**src/rtl/core/wem_pkg.sv**
```systemverilog
// Shared types, constants and helpers for the windowed envelope min/max block.
// No dependencies; used by every module under rtl/core.
`timescale 1ns / 1ps
`default_nettype none

package wem_pkg;

  localparam int SAMPLE_W = 16;
  localparam int POS_W    = 12;
  localparam int LEN_W    = 13;
  localparam int ENERGY_W = 17;
  localparam int DATA_W   = 32;
  localparam int ADDR_W   = 2;

  localparam int MAX_WINDOW_DEF = 4096;

  localparam logic [LEN_W-1:0]    WINDOW_LENGTH_RST = LEN_W'(1380);
  localparam logic [ADDR_W-1:0]   ADDR_WINDOW_LENGTH = '0;

  localparam logic signed [SAMPLE_W-1:0] INIT_MAX = -16'sd32766;
  localparam logic signed [SAMPLE_W-1:0] INIT_MIN = 16'sd32766;

  // One window summary
  typedef struct packed {
    logic signed [SAMPLE_W-1:0] upper_value;
    logic                       upper_found;
    logic [POS_W-1:0]           upper_pos;
    logic signed [SAMPLE_W-1:0] lower_value;
    logic                       lower_found;
    logic [POS_W-1:0]           lower_pos;
    logic [ENERGY_W-1:0]        energy;
  } result_t;

  // Magnitude of a signed sample, one bit wider so that -32768 fits
  function automatic logic [SAMPLE_W:0] abs_sample(input logic signed [SAMPLE_W-1:0] v);
    logic signed [SAMPLE_W:0] ext;
    ext = {v[SAMPLE_W-1], v};
    return v[SAMPLE_W-1] ? (SAMPLE_W + 1)'(-ext) : (SAMPLE_W + 1)'(ext);
  endfunction

endpackage

`default_nettype wire

```
**src/rtl/core/wem_cfg_regs.sv**
```systemverilog
// Configuration register bank: window length over an APB-style port.
// Depends on wem_pkg; produces the clamped effective window length.
`timescale 1ns / 1ps
`default_nettype none

module wem_cfg_regs (
  input  wire                            clk,
  input  wire                            rst_n,
  input  wire                            psel,
  input  wire                            penable,
  input  wire                            pwrite,
  input  wire [wem_pkg::ADDR_W-1:0]      paddr,
  input  wire [wem_pkg::DATA_W-1:0]      pwdata,
  output logic [wem_pkg::DATA_W-1:0]     prdata,
  output logic                           pready,
  output logic [wem_pkg::LEN_W-1:0]      eff_len
);

  logic [wem_pkg::LEN_W-1:0] window_length_r;
  logic [wem_pkg::LEN_W-1:0] window_length_nxt;
  logic                      wr_en;

  assign pready = 1'b1;
  assign wr_en  = psel && penable && pwrite && (paddr == wem_pkg::ADDR_WINDOW_LENGTH);

  // Take a new length on the access phase of a write
  always_comb begin
    window_length_nxt = window_length_r;
    if (wr_en) begin
      window_length_nxt = pwdata[wem_pkg::LEN_W-1:0];
    end
  end

  always_ff @(posedge clk) begin
    if (!rst_n) begin
      window_length_r <= wem_pkg::WINDOW_LENGTH_RST;
    end else begin
      window_length_r <= window_length_nxt;
    end
  end

  // Read back
  always_comb begin
    prdata = '0;
    if (paddr == wem_pkg::ADDR_WINDOW_LENGTH) begin
      prdata = wem_pkg::DATA_W'(window_length_r);
    end
  end

  // Zero acts as one, anything above the maximum window as the maximum
  always_comb begin
    if (window_length_r == '0) begin
      eff_len = wem_pkg::LEN_W'(1);
    end else if (32'(window_length_r) > 32'(wem_pkg::MAX_WINDOW_DEF)) begin
      eff_len = wem_pkg::LEN_W'(wem_pkg::MAX_WINDOW_DEF);
    end else begin
      eff_len = window_length_r;
    end
  end

endmodule

`default_nettype wire

```
**src/rtl/core/wem_tracker.sv**
```systemverilog
// Running window state: max/min with first positions, window count, summary.
// Depends on wem_pkg; stepped once per word leaving the input register.
`timescale 1ns / 1ps
`default_nettype none

module wem_tracker (
  input  wire                                  clk,
  input  wire                                  rst_n,
  input  wire                                  step,
  input  wire signed [wem_pkg::SAMPLE_W-1:0]   sample,
  input  wire                                  last_sample,
  input  wire [wem_pkg::LEN_W-1:0]             eff_len,
  output logic                                 emit,
  output wem_pkg::result_t                     result
);

  logic [wem_pkg::POS_W-1:0]          pos_r, pos_nxt;
  logic signed [wem_pkg::SAMPLE_W-1:0] max_r, max_nxt;
  logic [wem_pkg::POS_W-1:0]          max_pos_r, max_pos_nxt;
  logic                               max_found_r, max_found_nxt;
  logic signed [wem_pkg::SAMPLE_W-1:0] min_r, min_nxt;
  logic [wem_pkg::POS_W-1:0]          min_pos_r, min_pos_nxt;
  logic                               min_found_r, min_found_nxt;

  logic                               upd_max, upd_min;
  logic signed [wem_pkg::SAMPLE_W-1:0] cur_max, cur_min;
  logic [wem_pkg::POS_W-1:0]          cur_max_pos, cur_min_pos;
  logic                               cur_max_found, cur_min_found;
  logic [wem_pkg::LEN_W-1:0]          count;
  logic                               done;
  logic [wem_pkg::SAMPLE_W+1:0]       energy_sum;

  // Strict compares keep the first occurrence on ties
  assign upd_max       = sample > max_r;
  assign upd_min       = sample < min_r;
  assign cur_max       = upd_max ? sample : max_r;
  assign cur_min       = upd_min ? sample : min_r;
  assign cur_max_pos   = upd_max ? pos_r : max_pos_r;
  assign cur_min_pos   = upd_min ? pos_r : min_pos_r;
  assign cur_max_found = upd_max | max_found_r;
  assign cur_min_found = upd_min | min_found_r;

  assign count = {1'b0, pos_r} + wem_pkg::LEN_W'(1);
  assign done  = count >= eff_len;
  assign emit  = done && !last_sample;

  assign energy_sum = (wem_pkg::SAMPLE_W + 2)'(wem_pkg::abs_sample(cur_max))
                    + (wem_pkg::SAMPLE_W + 2)'(wem_pkg::abs_sample(cur_min));

  // Summary of the window closing on this word
  always_comb begin
    result.upper_value = cur_max;
    result.upper_found = cur_max_found;
    result.upper_pos   = cur_max_found ? cur_max_pos : '0;
    result.lower_value = cur_min;
    result.lower_found = cur_min_found;
    result.lower_pos   = cur_min_found ? cur_min_pos : '0;
    result.energy      = energy_sum[wem_pkg::ENERGY_W-1:0];
  end

  // Advance, or restart on a full window or the end of a recording
  always_comb begin
    pos_nxt       = pos_r;
    max_nxt       = max_r;
    max_pos_nxt   = max_pos_r;
    max_found_nxt = max_found_r;
    min_nxt       = min_r;
    min_pos_nxt   = min_pos_r;
    min_found_nxt = min_found_r;
    if (step) begin
      if (done || last_sample) begin
        pos_nxt       = '0;
        max_nxt       = wem_pkg::INIT_MAX;
        max_pos_nxt   = '0;
        max_found_nxt = 1'b0;
        min_nxt       = wem_pkg::INIT_MIN;
        min_pos_nxt   = '0;
        min_found_nxt = 1'b0;
      end else begin
        pos_nxt       = count[wem_pkg::POS_W-1:0];
        max_nxt       = cur_max;
        max_pos_nxt   = cur_max_pos;
        max_found_nxt = cur_max_found;
        min_nxt       = cur_min;
        min_pos_nxt   = cur_min_pos;
        min_found_nxt = cur_min_found;
      end
    end
  end

  always_ff @(posedge clk) begin
    if (!rst_n) begin
      pos_r       <= '0;
      max_r       <= wem_pkg::INIT_MAX;
      max_pos_r   <= '0;
      max_found_r <= 1'b0;
      min_r       <= wem_pkg::INIT_MIN;
      min_pos_r   <= '0;
      min_found_r <= 1'b0;
    end else begin
      pos_r       <= pos_nxt;
      max_r       <= max_nxt;
      max_pos_r   <= max_pos_nxt;
      max_found_r <= max_found_nxt;
      min_r       <= min_nxt;
      min_pos_r   <= min_pos_nxt;
      min_found_r <= min_found_nxt;
    end
  end

endmodule

`default_nettype wire

```
**src/rtl/core/windowed_envelope_min_max.sv**
```systemverilog
// Windowed envelope min/max detector, top level.
// Depends on wem_pkg, wem_cfg_regs and wem_tracker.
//
// Splits a stream of signed 16-bit samples into windows of window_length
// samples and, for each complete window, delivers one word with the highest
// and lowest sample, their first positions, found flags and energy
// |max|+|min|. A window closing on a sample marked last_sample is dropped,
// as is a trailing partial window; the next sample starts a fresh recording.
// One sample is accepted every clock cycle while in_stall is low; a result
// is loaded into the result register when its closing sample moves on from
// the input register (the input register feeds the compare/update into the
// result register). The input stalls only while the input register holds a
// closing sample and the result register still holds a word that has not
// been taken.
`timescale 1ns / 1ps
`default_nettype none

module windowed_envelope_min_max (
  input  wire                                  clk,
  input  wire                                  rst_n,
  input  wire                                  in_valid,
  output logic                                 in_stall,
  input  wire signed [wem_pkg::SAMPLE_W-1:0]   in_sample,
  input  wire                                  in_last_sample,
  output logic                                 out_valid,
  input  wire                                  out_stall,
  output logic signed [wem_pkg::SAMPLE_W-1:0]  out_upper_value,
  output logic                                 out_upper_found,
  output logic [wem_pkg::POS_W-1:0]            out_upper_pos,
  output logic signed [wem_pkg::SAMPLE_W-1:0]  out_lower_value,
  output logic                                 out_lower_found,
  output logic [wem_pkg::POS_W-1:0]            out_lower_pos,
  output logic [wem_pkg::ENERGY_W-1:0]         out_energy,
  input  wire                                  psel,
  input  wire                                  penable,
  input  wire                                  pwrite,
  input  wire [wem_pkg::ADDR_W-1:0]            paddr,
  input  wire [wem_pkg::DATA_W-1:0]            pwdata,
  output logic [wem_pkg::DATA_W-1:0]           prdata,
  output logic                                 pready
);

  logic [wem_pkg::LEN_W-1:0]           eff_len;
  logic                                s1_valid_r, s1_valid_nxt;
  logic signed [wem_pkg::SAMPLE_W-1:0] s1_sample_r;
  logic                                s1_last_r;
  logic                                emit;
  wem_pkg::result_t                    result;
  logic                                out_free;
  logic                                adv;
  logic                                in_take;
  logic                                out_valid_r, out_valid_nxt;
  wem_pkg::result_t                    out_word_r;

  wem_cfg_regs u_cfg (
    .clk     (clk),
    .rst_n   (rst_n),
    .psel    (psel),
    .penable (penable),
    .pwrite  (pwrite),
    .paddr   (paddr),
    .pwdata  (pwdata),
    .prdata  (prdata),
    .pready  (pready),
    .eff_len (eff_len)
  );

  wem_tracker u_tracker (
    .clk         (clk),
    .rst_n       (rst_n),
    .step        (adv),
    .sample      (s1_sample_r),
    .last_sample (s1_last_r),
    .eff_len     (eff_len),
    .emit        (emit),
    .result      (result)
  );

  // The held word moves on unless it has a result and the output is full
  assign out_free = !out_valid_r || !out_stall;
  assign adv      = s1_valid_r && (!emit || out_free);
  assign in_stall = s1_valid_r && !adv;
  assign in_take  = in_valid && !in_stall;

  // Input register
  always_comb begin
    s1_valid_nxt = s1_valid_r;
    if (in_take) begin
      s1_valid_nxt = 1'b1;
    end else if (adv) begin
      s1_valid_nxt = 1'b0;
    end
  end

  always_ff @(posedge clk) begin
    if (!rst_n) begin
      s1_valid_r <= 1'b0;
    end else begin
      s1_valid_r <= s1_valid_nxt;
    end
  end

  always_ff @(posedge clk) begin
    if (in_take) begin
      s1_sample_r <= in_sample;
      s1_last_r   <= in_last_sample;
    end
  end

  // Result register: load a summary, drop it once taken
  always_comb begin
    out_valid_nxt = out_valid_r;
    if (adv && emit) begin
      out_valid_nxt = 1'b1;
    end else if (!out_stall) begin
      out_valid_nxt = 1'b0;
    end
  end

  always_ff @(posedge clk) begin
    if (!rst_n) begin
      out_valid_r <= 1'b0;
    end else begin
      out_valid_r <= out_valid_nxt;
    end
  end

  always_ff @(posedge clk) begin
    if (adv && emit) begin
      out_word_r <= result;
    end
  end

  assign out_valid       = out_valid_r;
  assign out_upper_value = out_word_r.upper_value;
  assign out_upper_found = out_word_r.upper_found;
  assign out_upper_pos   = out_word_r.upper_pos;
  assign out_lower_value = out_word_r.lower_value;
  assign out_lower_found = out_word_r.lower_found;
  assign out_lower_pos   = out_word_r.lower_pos;
  assign out_energy      = out_word_r.energy;

endmodule

`default_nettype wire

```
**config.mk**
```make
export PLATFORM = sky130hd
export DESIGN_NAME = windowed_envelope_min_max
export DESIGN_NICKNAME = d
export VERILOG_FILES = /design/src/rtl/core/wem_pkg.sv /design/src/rtl/core/wem_cfg_regs.sv /design/src/rtl/core/wem_tracker.sv /design/src/rtl/core/windowed_envelope_min_max.sv
export SDC_FILE = /design/constraint.sdc
export NUM_CORES = 1
export LEC_CHECK = 0
export BUFFER_PORTS_ARGS = -buffer_cell sky130_fd_sc_hd__buf_2
export CELL_PAD_IN_SITES_DETAIL_PLACEMENT = 1
export CELL_PAD_IN_SITES_GLOBAL_PLACEMENT = 1
export CORE_UTILIZATION = 40
export CTS_CLUSTER_DIAMETER = 100
export DETAILED_ROUTE_END_ITERATION = 8
export HOLD_SLACK_MARGIN = 0.1
export PLACE_DENSITY_LB_ADDON = 0.1
export SYNTH_ARGS = -nofsm -noshare
export SYNTH_HDL_FRONTEND = slang
export SYNTH_SLANG_ARGS = --single-unit
```
**constraint.sdc**
```tcl
create_clock -name clk -period 7.4 [get_ports clk]
set_input_delay 1.48 -clock clk [delete_from_list [all_inputs] [get_ports clk]]
set_output_delay 1.48 -clock clk [all_outputs]
set_load 0.02 [all_outputs]
```
# Yosys cells after proc, flatten, opt, wreduce, memory -nomap -nowiden
# Cells that the tools add are included.
[word_totals]
reg_bits = 177
output_inout_bits = 110
[classes]
n_addsub = 4
order_cmp = 4
n_eq_ne = 1
muxes = 20
bitwise = 2
reduce_logical = 20
[op_table]
columns = ["operator", "count"]
rows = [
  ["$mux 16", 4],
  ["$mux 12", 5],
  ["$mux 13", 3],
  ["$mux 17", 2],
  ["$neg 16->17", 2],
  ["$add 17x17->17", 1],
  ["$gt 16x16->1", 1],
  ["$lt 16x16->1", 1],
  ["$add 12x1->13 const B", 1],
  ["$ge 13x13->1", 1],
  ["$gt 13x13->1 const B", 1],
  ["$logic_not 13->1", 1],
  ["$logic_and 1x1->1", 8],
  ["$logic_not 1->1", 6],
  ["$mux 1", 6],
  ["$logic_or 1x1->1", 3],
  ["$logic_not 2->1", 1],
  ["$ne 2x1->1 const B", 1],
  ["$or 1x1->1", 2],
  ["$reduce_bool 2->1", 1],
]

# Logic depth before layout (Yosys ltp)
[depth]
ltp_word = 13
mapped_depth = 24
ltp_nobuf = 22

# Cells and area by module
# A second synthesis with hierarchy kept.
[unflattened]
hier_cells = 1036
area_unflattened_um2 = 10184.8
[by_module_without_submodules]
columns = ["mod", "n_inst", "cells_each", "area_per_inst_um2", "seq_area_each_um2"]
rows = [
  ["wem_tracker", 1, 819, 6416.2, 1401.3],
  ["windowed_envelope_min_max", 1, 103, 2857.7, 2802.7],
  ["wem_cfg_regs", 1, 114, 910.9, 260.2],
]

# Worst setup path after synthesis
# No wires, ideal clock.
[synth_timing]
kind = "flip-flop to flip-flop"
startpoint = "reg u_tracker.pos_r[0] (netlist bit)"
endpoint = "reg out_word_r, in the netlist out_energy[0] (enable)"
arrival_ps = 5841
required_time_ps = 6892
slack_ps = 1051
path_stages_with_launch = 15
period_less_slack_ps = 6349
cell_sequence = "dfxtp_1 > ha_1 > and3_1 > and3_1 > clkbuf_1 > and3_1 > xnor2_1 > ha_1 > nor3_1 > o21ai_0 > o221ai_1 > a311o_1 > o21ai_1 > buf_2 > nor2_1"
[synth_between]
elab_chain_len = 7
[synth_rtl]
columns = ["element", "line_no", "text"]
rows = [
  ["start: declaration", "wem_tracker.sv:17", "logic [wem_pkg::POS_W-1:0] pos_r, pos_nxt;"],
  ["start signal: assignment", "wem_tracker.sv:101", "pos_r <= pos_nxt;"],
  ["$add 12x1->13 *", "wem_tracker.sv:43", "assign count = {1'b0, pos_r} + wem_pkg::LEN_W'(1);"],
  ["$ge 13x13->1 *", "wem_tracker.sv:44", "assign done = count >= eff_len;"],
  ["$logic_and 1x1->1 *", "wem_tracker.sv:45", "assign emit = done && !last_sample;"],
  ["$logic_not 1->1", "windowed_envelope_min_max.sv:81", "assign adv = s1_valid_r && (!emit || out_free);"],
  ["$logic_or 1x1->1", "windowed_envelope_min_max.sv:81", ""],
  ["$logic_and 1x1->1", "windowed_envelope_min_max.sv:81", ""],
  ["$logic_and 1x1->1 *", "windowed_envelope_min_max.sv:129", "if (adv && emit) begin"],
  ["end signal: assignment", "windowed_envelope_min_max.sv:130", "out_word_r <= result;"],
  ["end: declaration", "windowed_envelope_min_max.sv:53", "wem_pkg::result_t out_word_r;"],
]
# Every way passes the cells marked *; elsewhere a longest branch is shown, timed or not.
# A chain may end at the register's enable or synchronous reset.

==> metrics.txt <==
post-synth cell types=67; #FFs+latches synth=177; P_leak=4.55 nW; fin crit share=82.8%; sequential-to-total area share from yosys stat=46.3%; Starting Density=40.9%; Final ANT Viol Nets=0; area of the mapped netlist=approximately 9600 um2; Placement Rows=56; hpwl dp=slightly below 20,000 um; crit path time final=6130 ps; Util after Layout=~47%; pwr/cell area=about 230 nW/um2; Avg Synthesized Cell Area=~9.9 um2; Power Total=0.00252 W; Placeable Area=approximately 24,000 um2; Mapped Cells=approximately 970; crit path max fanout=31; Worst-Margin Slew=987 ps; unrepaired setup endpoints after global routing=false; GR Overflow Total=0; total number of vias=around 7,500; async set-reset flop share out of synthesis=0%; Max Root-Sink Buffers=2; Slew Limit Fails=0; TritonCTS Buffers=17; Die Wd=157 um; CTS resizes=0; Post-CTS Setup Bufs=0; Ant. Diodes=0; Synthesis Warnings=0; CP endpoint kind=flip-flop; clk root buf=clkbuf_16; Final Hold Viols=0; first-pass GRT wire length=just over 40,000 um; Area after DPL=10,500 um2; IO Pins=168; top_reg_cell synth=edfxtp_1; Die H=around 160 um; htree depth=4; Worst-path clk slew=80 ps; Fin Hold WS=roughly 480 ps; worst skew pair latency=450 ps; Max Fclk=163 MHz; DR iter-0 viols=between 400 and 500; Post-synth EDFFs=92; status=complete, no violations; initial antenna violation count=0; Max Clock Skew=14.8 ps; CP arrival=6290 ps; vias in the first global route=7,333; Clock Sinks=177; router iterations before antenna repair=4; Syn-to-layout area delta=15.1%; Setup crit start kind=flip-flop; relative slew slack=between 30% and 40%; overall global routing resource usage=21.7%; post-route design area=11,100 um2; worst hold-check path type=flip-flop to flip-flop; Req. time, crit path=7560 ps; setup TNS=0 ps; Worst Setup Path Type=flip-flop to flip-flop; Max Cap Viol=0; I/O Buffers=128; Routability Congestion=0.830; proportion of layout cells with a drive suffix above 1=17.3%; Peak VDD IR=0.138 mV; CTS tree=built; full die area=24,700 um2; DRC errors left=0; WL per Instance=18.3 um; hold_buf cts=0; nets=1,203; Detailed Route WL=25,900 um; largest net degree at the start of global routing=between 50 and 60; # setup viols final=0; via/cell ratio=between 5 and 6
-- synthesized netlist by cell type (5+ instances only) --
cell | number | share of area (%)
a211oi_1 | 8 | 0.62
a21boi_0 | 15 | 1.2
a21o_1 | 7 | 0.55
a21oi_1 | 27 | 1.4
a22o_1 | 26 | 2.4
a22oi_1 | 15 | 1.2
a311oi_1 | 8 | 0.73
and2_1 | 18 | 1.2
and3_1 | 13 | 0.84
buf_2 | 19 | 0.99
buf_4 | 22 | 1.7
clkbuf_1 | 19 | 0.74
dfxtp_1 | 85 | 18
edfxtp_1 | 92 | 29
ha_1 | 63 | 8.2
inv_1 | 80 | 3.1
mux2_2 | 5 | 0.58
mux2i_1 | 31 | 3.2
nand2_1 | 95 | 3.7
nand3_1 | 32 | 1.7
nand4_1 | 15 | 0.97
nor2_1 | 54 | 2.1
nor2b_1 | 9 | 0.58
nor3_1 | 29 | 1.5
nor4_1 | 11 | 0.71
o211ai_1 | 6 | 0.47
o21a_1 | 9 | 0.70
o21ai_0 | 37 | 1.9
o22ai_1 | 13 | 0.84
xnor2_1 | 44 | 4.0
xor2_1 | 6 | 0.55
-- worst max-delay path, stage by stage, from the launching register on --
cell and delay, ps:
edfxtp_1 540, ha_1 390, a211oi_2 220, o221ai_1 140
a221o_1 400, o211ai_4 190, buf_4 330, mux2i_1 410
ha_1 360, nand4_1 280, nor2_1 180, a211oi_1 100
xnor2_1 310, ha_1 350, nor2_1 110, nor2_1 50
a31oi_1 230, nor2b_1 80, o21ai_0 240, a21oi_1 170
a311oi_1 540, o21ai_0 220
-- state kept, by name (all words and copies together), names as in the netlist, 12 cells and up --
signal                 cells
u_cfg.window_length_r     13
u_tracker.min_r           16
out_lower_value           16
u_tracker.max_pos_r       12
out_energy                17
out_upper_pos             12
u_tracker.pos_r           12
u_tracker.min_pos_r       12
out_upper_value           16
out_lower_pos             12
s1_sample_r               16
u_tracker.max_r           16
-- worst paths after layout --
path / cells after the start / slack [ps] / startpoint / endpoint
max: 21 / 1270 / s1_sample_r[5] / out_energy[16]
min: 1 / 480 / u_tracker.max_pos_r[0] / u_tracker.max_pos_r[0]
max reg2reg: 21 / 1270 / s1_sample_r[5] / out_energy[16]
min reg2reg: 1 / 480 / u_tracker.max_pos_r[0] / u_tracker.max_pos_r[0]
-- layout by cell type (no fill, tap or decap), types with 7 or more instances in the layout --
cell type    n
a22o_1      26
a311oi_1     8
o22ai_1     13
a211oi_1     8
o21a_1       9
inv_1       80
conb_1      20
dfxtp_1     85
a21boi_0    15
buf_4        9
nand4_1     15
nor2b_1      9
a22oi_1     15
a21o_1       7
buf_2      128
clkbuf_16   17
ha_1        63
nor4_1      11
nand3_1     32
nand2_1     95
edfxtp_1    92
xnor2_1     44
a21oi_1     27
mux2i_1     31
and3_1      13
and2_1      18
nor2_1      53
nor3_1      29
o21ai_0     37
-- layer usage --
metal	up-vias	share of wire, %	GRT usage, %
met2	175	42	32.0
met5	-	0	0
met1	3662	53	32.8
met3	15	4.1	3.72
met4	0	0.73	4.39
li1	3679	-	-
-- stage by stage --
| stage | instances | setup slack (ps) |
|---|---|---|
| after floorplan | 990 | 1050 |
| after global placement | 1381 | 1390 |
| after detailed placement | 1381 | 1320 |
| after CTS | 1413 | 1290 |
| after global routing | 1413 | 804 |
| final | 1413 | 1270 |
-- logic make-up (layout without fill, tap and decap cells) --
family / Yosys count / count (layout) / synth area share (%)
other: 2 / 20 / 0.0780
buffers and inverters: 145 / 249 / 7.07
AND/OR/NAND/NOR: 296 / 296 / 14.8
AO/OA/AOI/OAI: 201 / 201 / 14.8
flip-flops: 177 / 177 / 46.3
XOR/XNOR: 50 / 50 / 4.55
multiplexers: 37 / 37 / 3.95
adder cells (fa/ha/maj): 64 / 64 / 8.39
-- report_power, final --
group          leakage, nW  switching (W)  internal [W]
registers             1.52      0.0000243       0.00106
clock network        0.306       0.000489      0.000474
logic                 2.72       0.000280      0.000188
-- area by class of cell --
cell class	instances	area, um2
clock inverters	15	211
clock buffers	17	425
repair buffers	137	708
well taps	319	399
flip-flops and latches	177	4460
fillers	2743	12500
inverters	80	300
multi-input cells	668	4580
(Power assumes the default switching activity.)
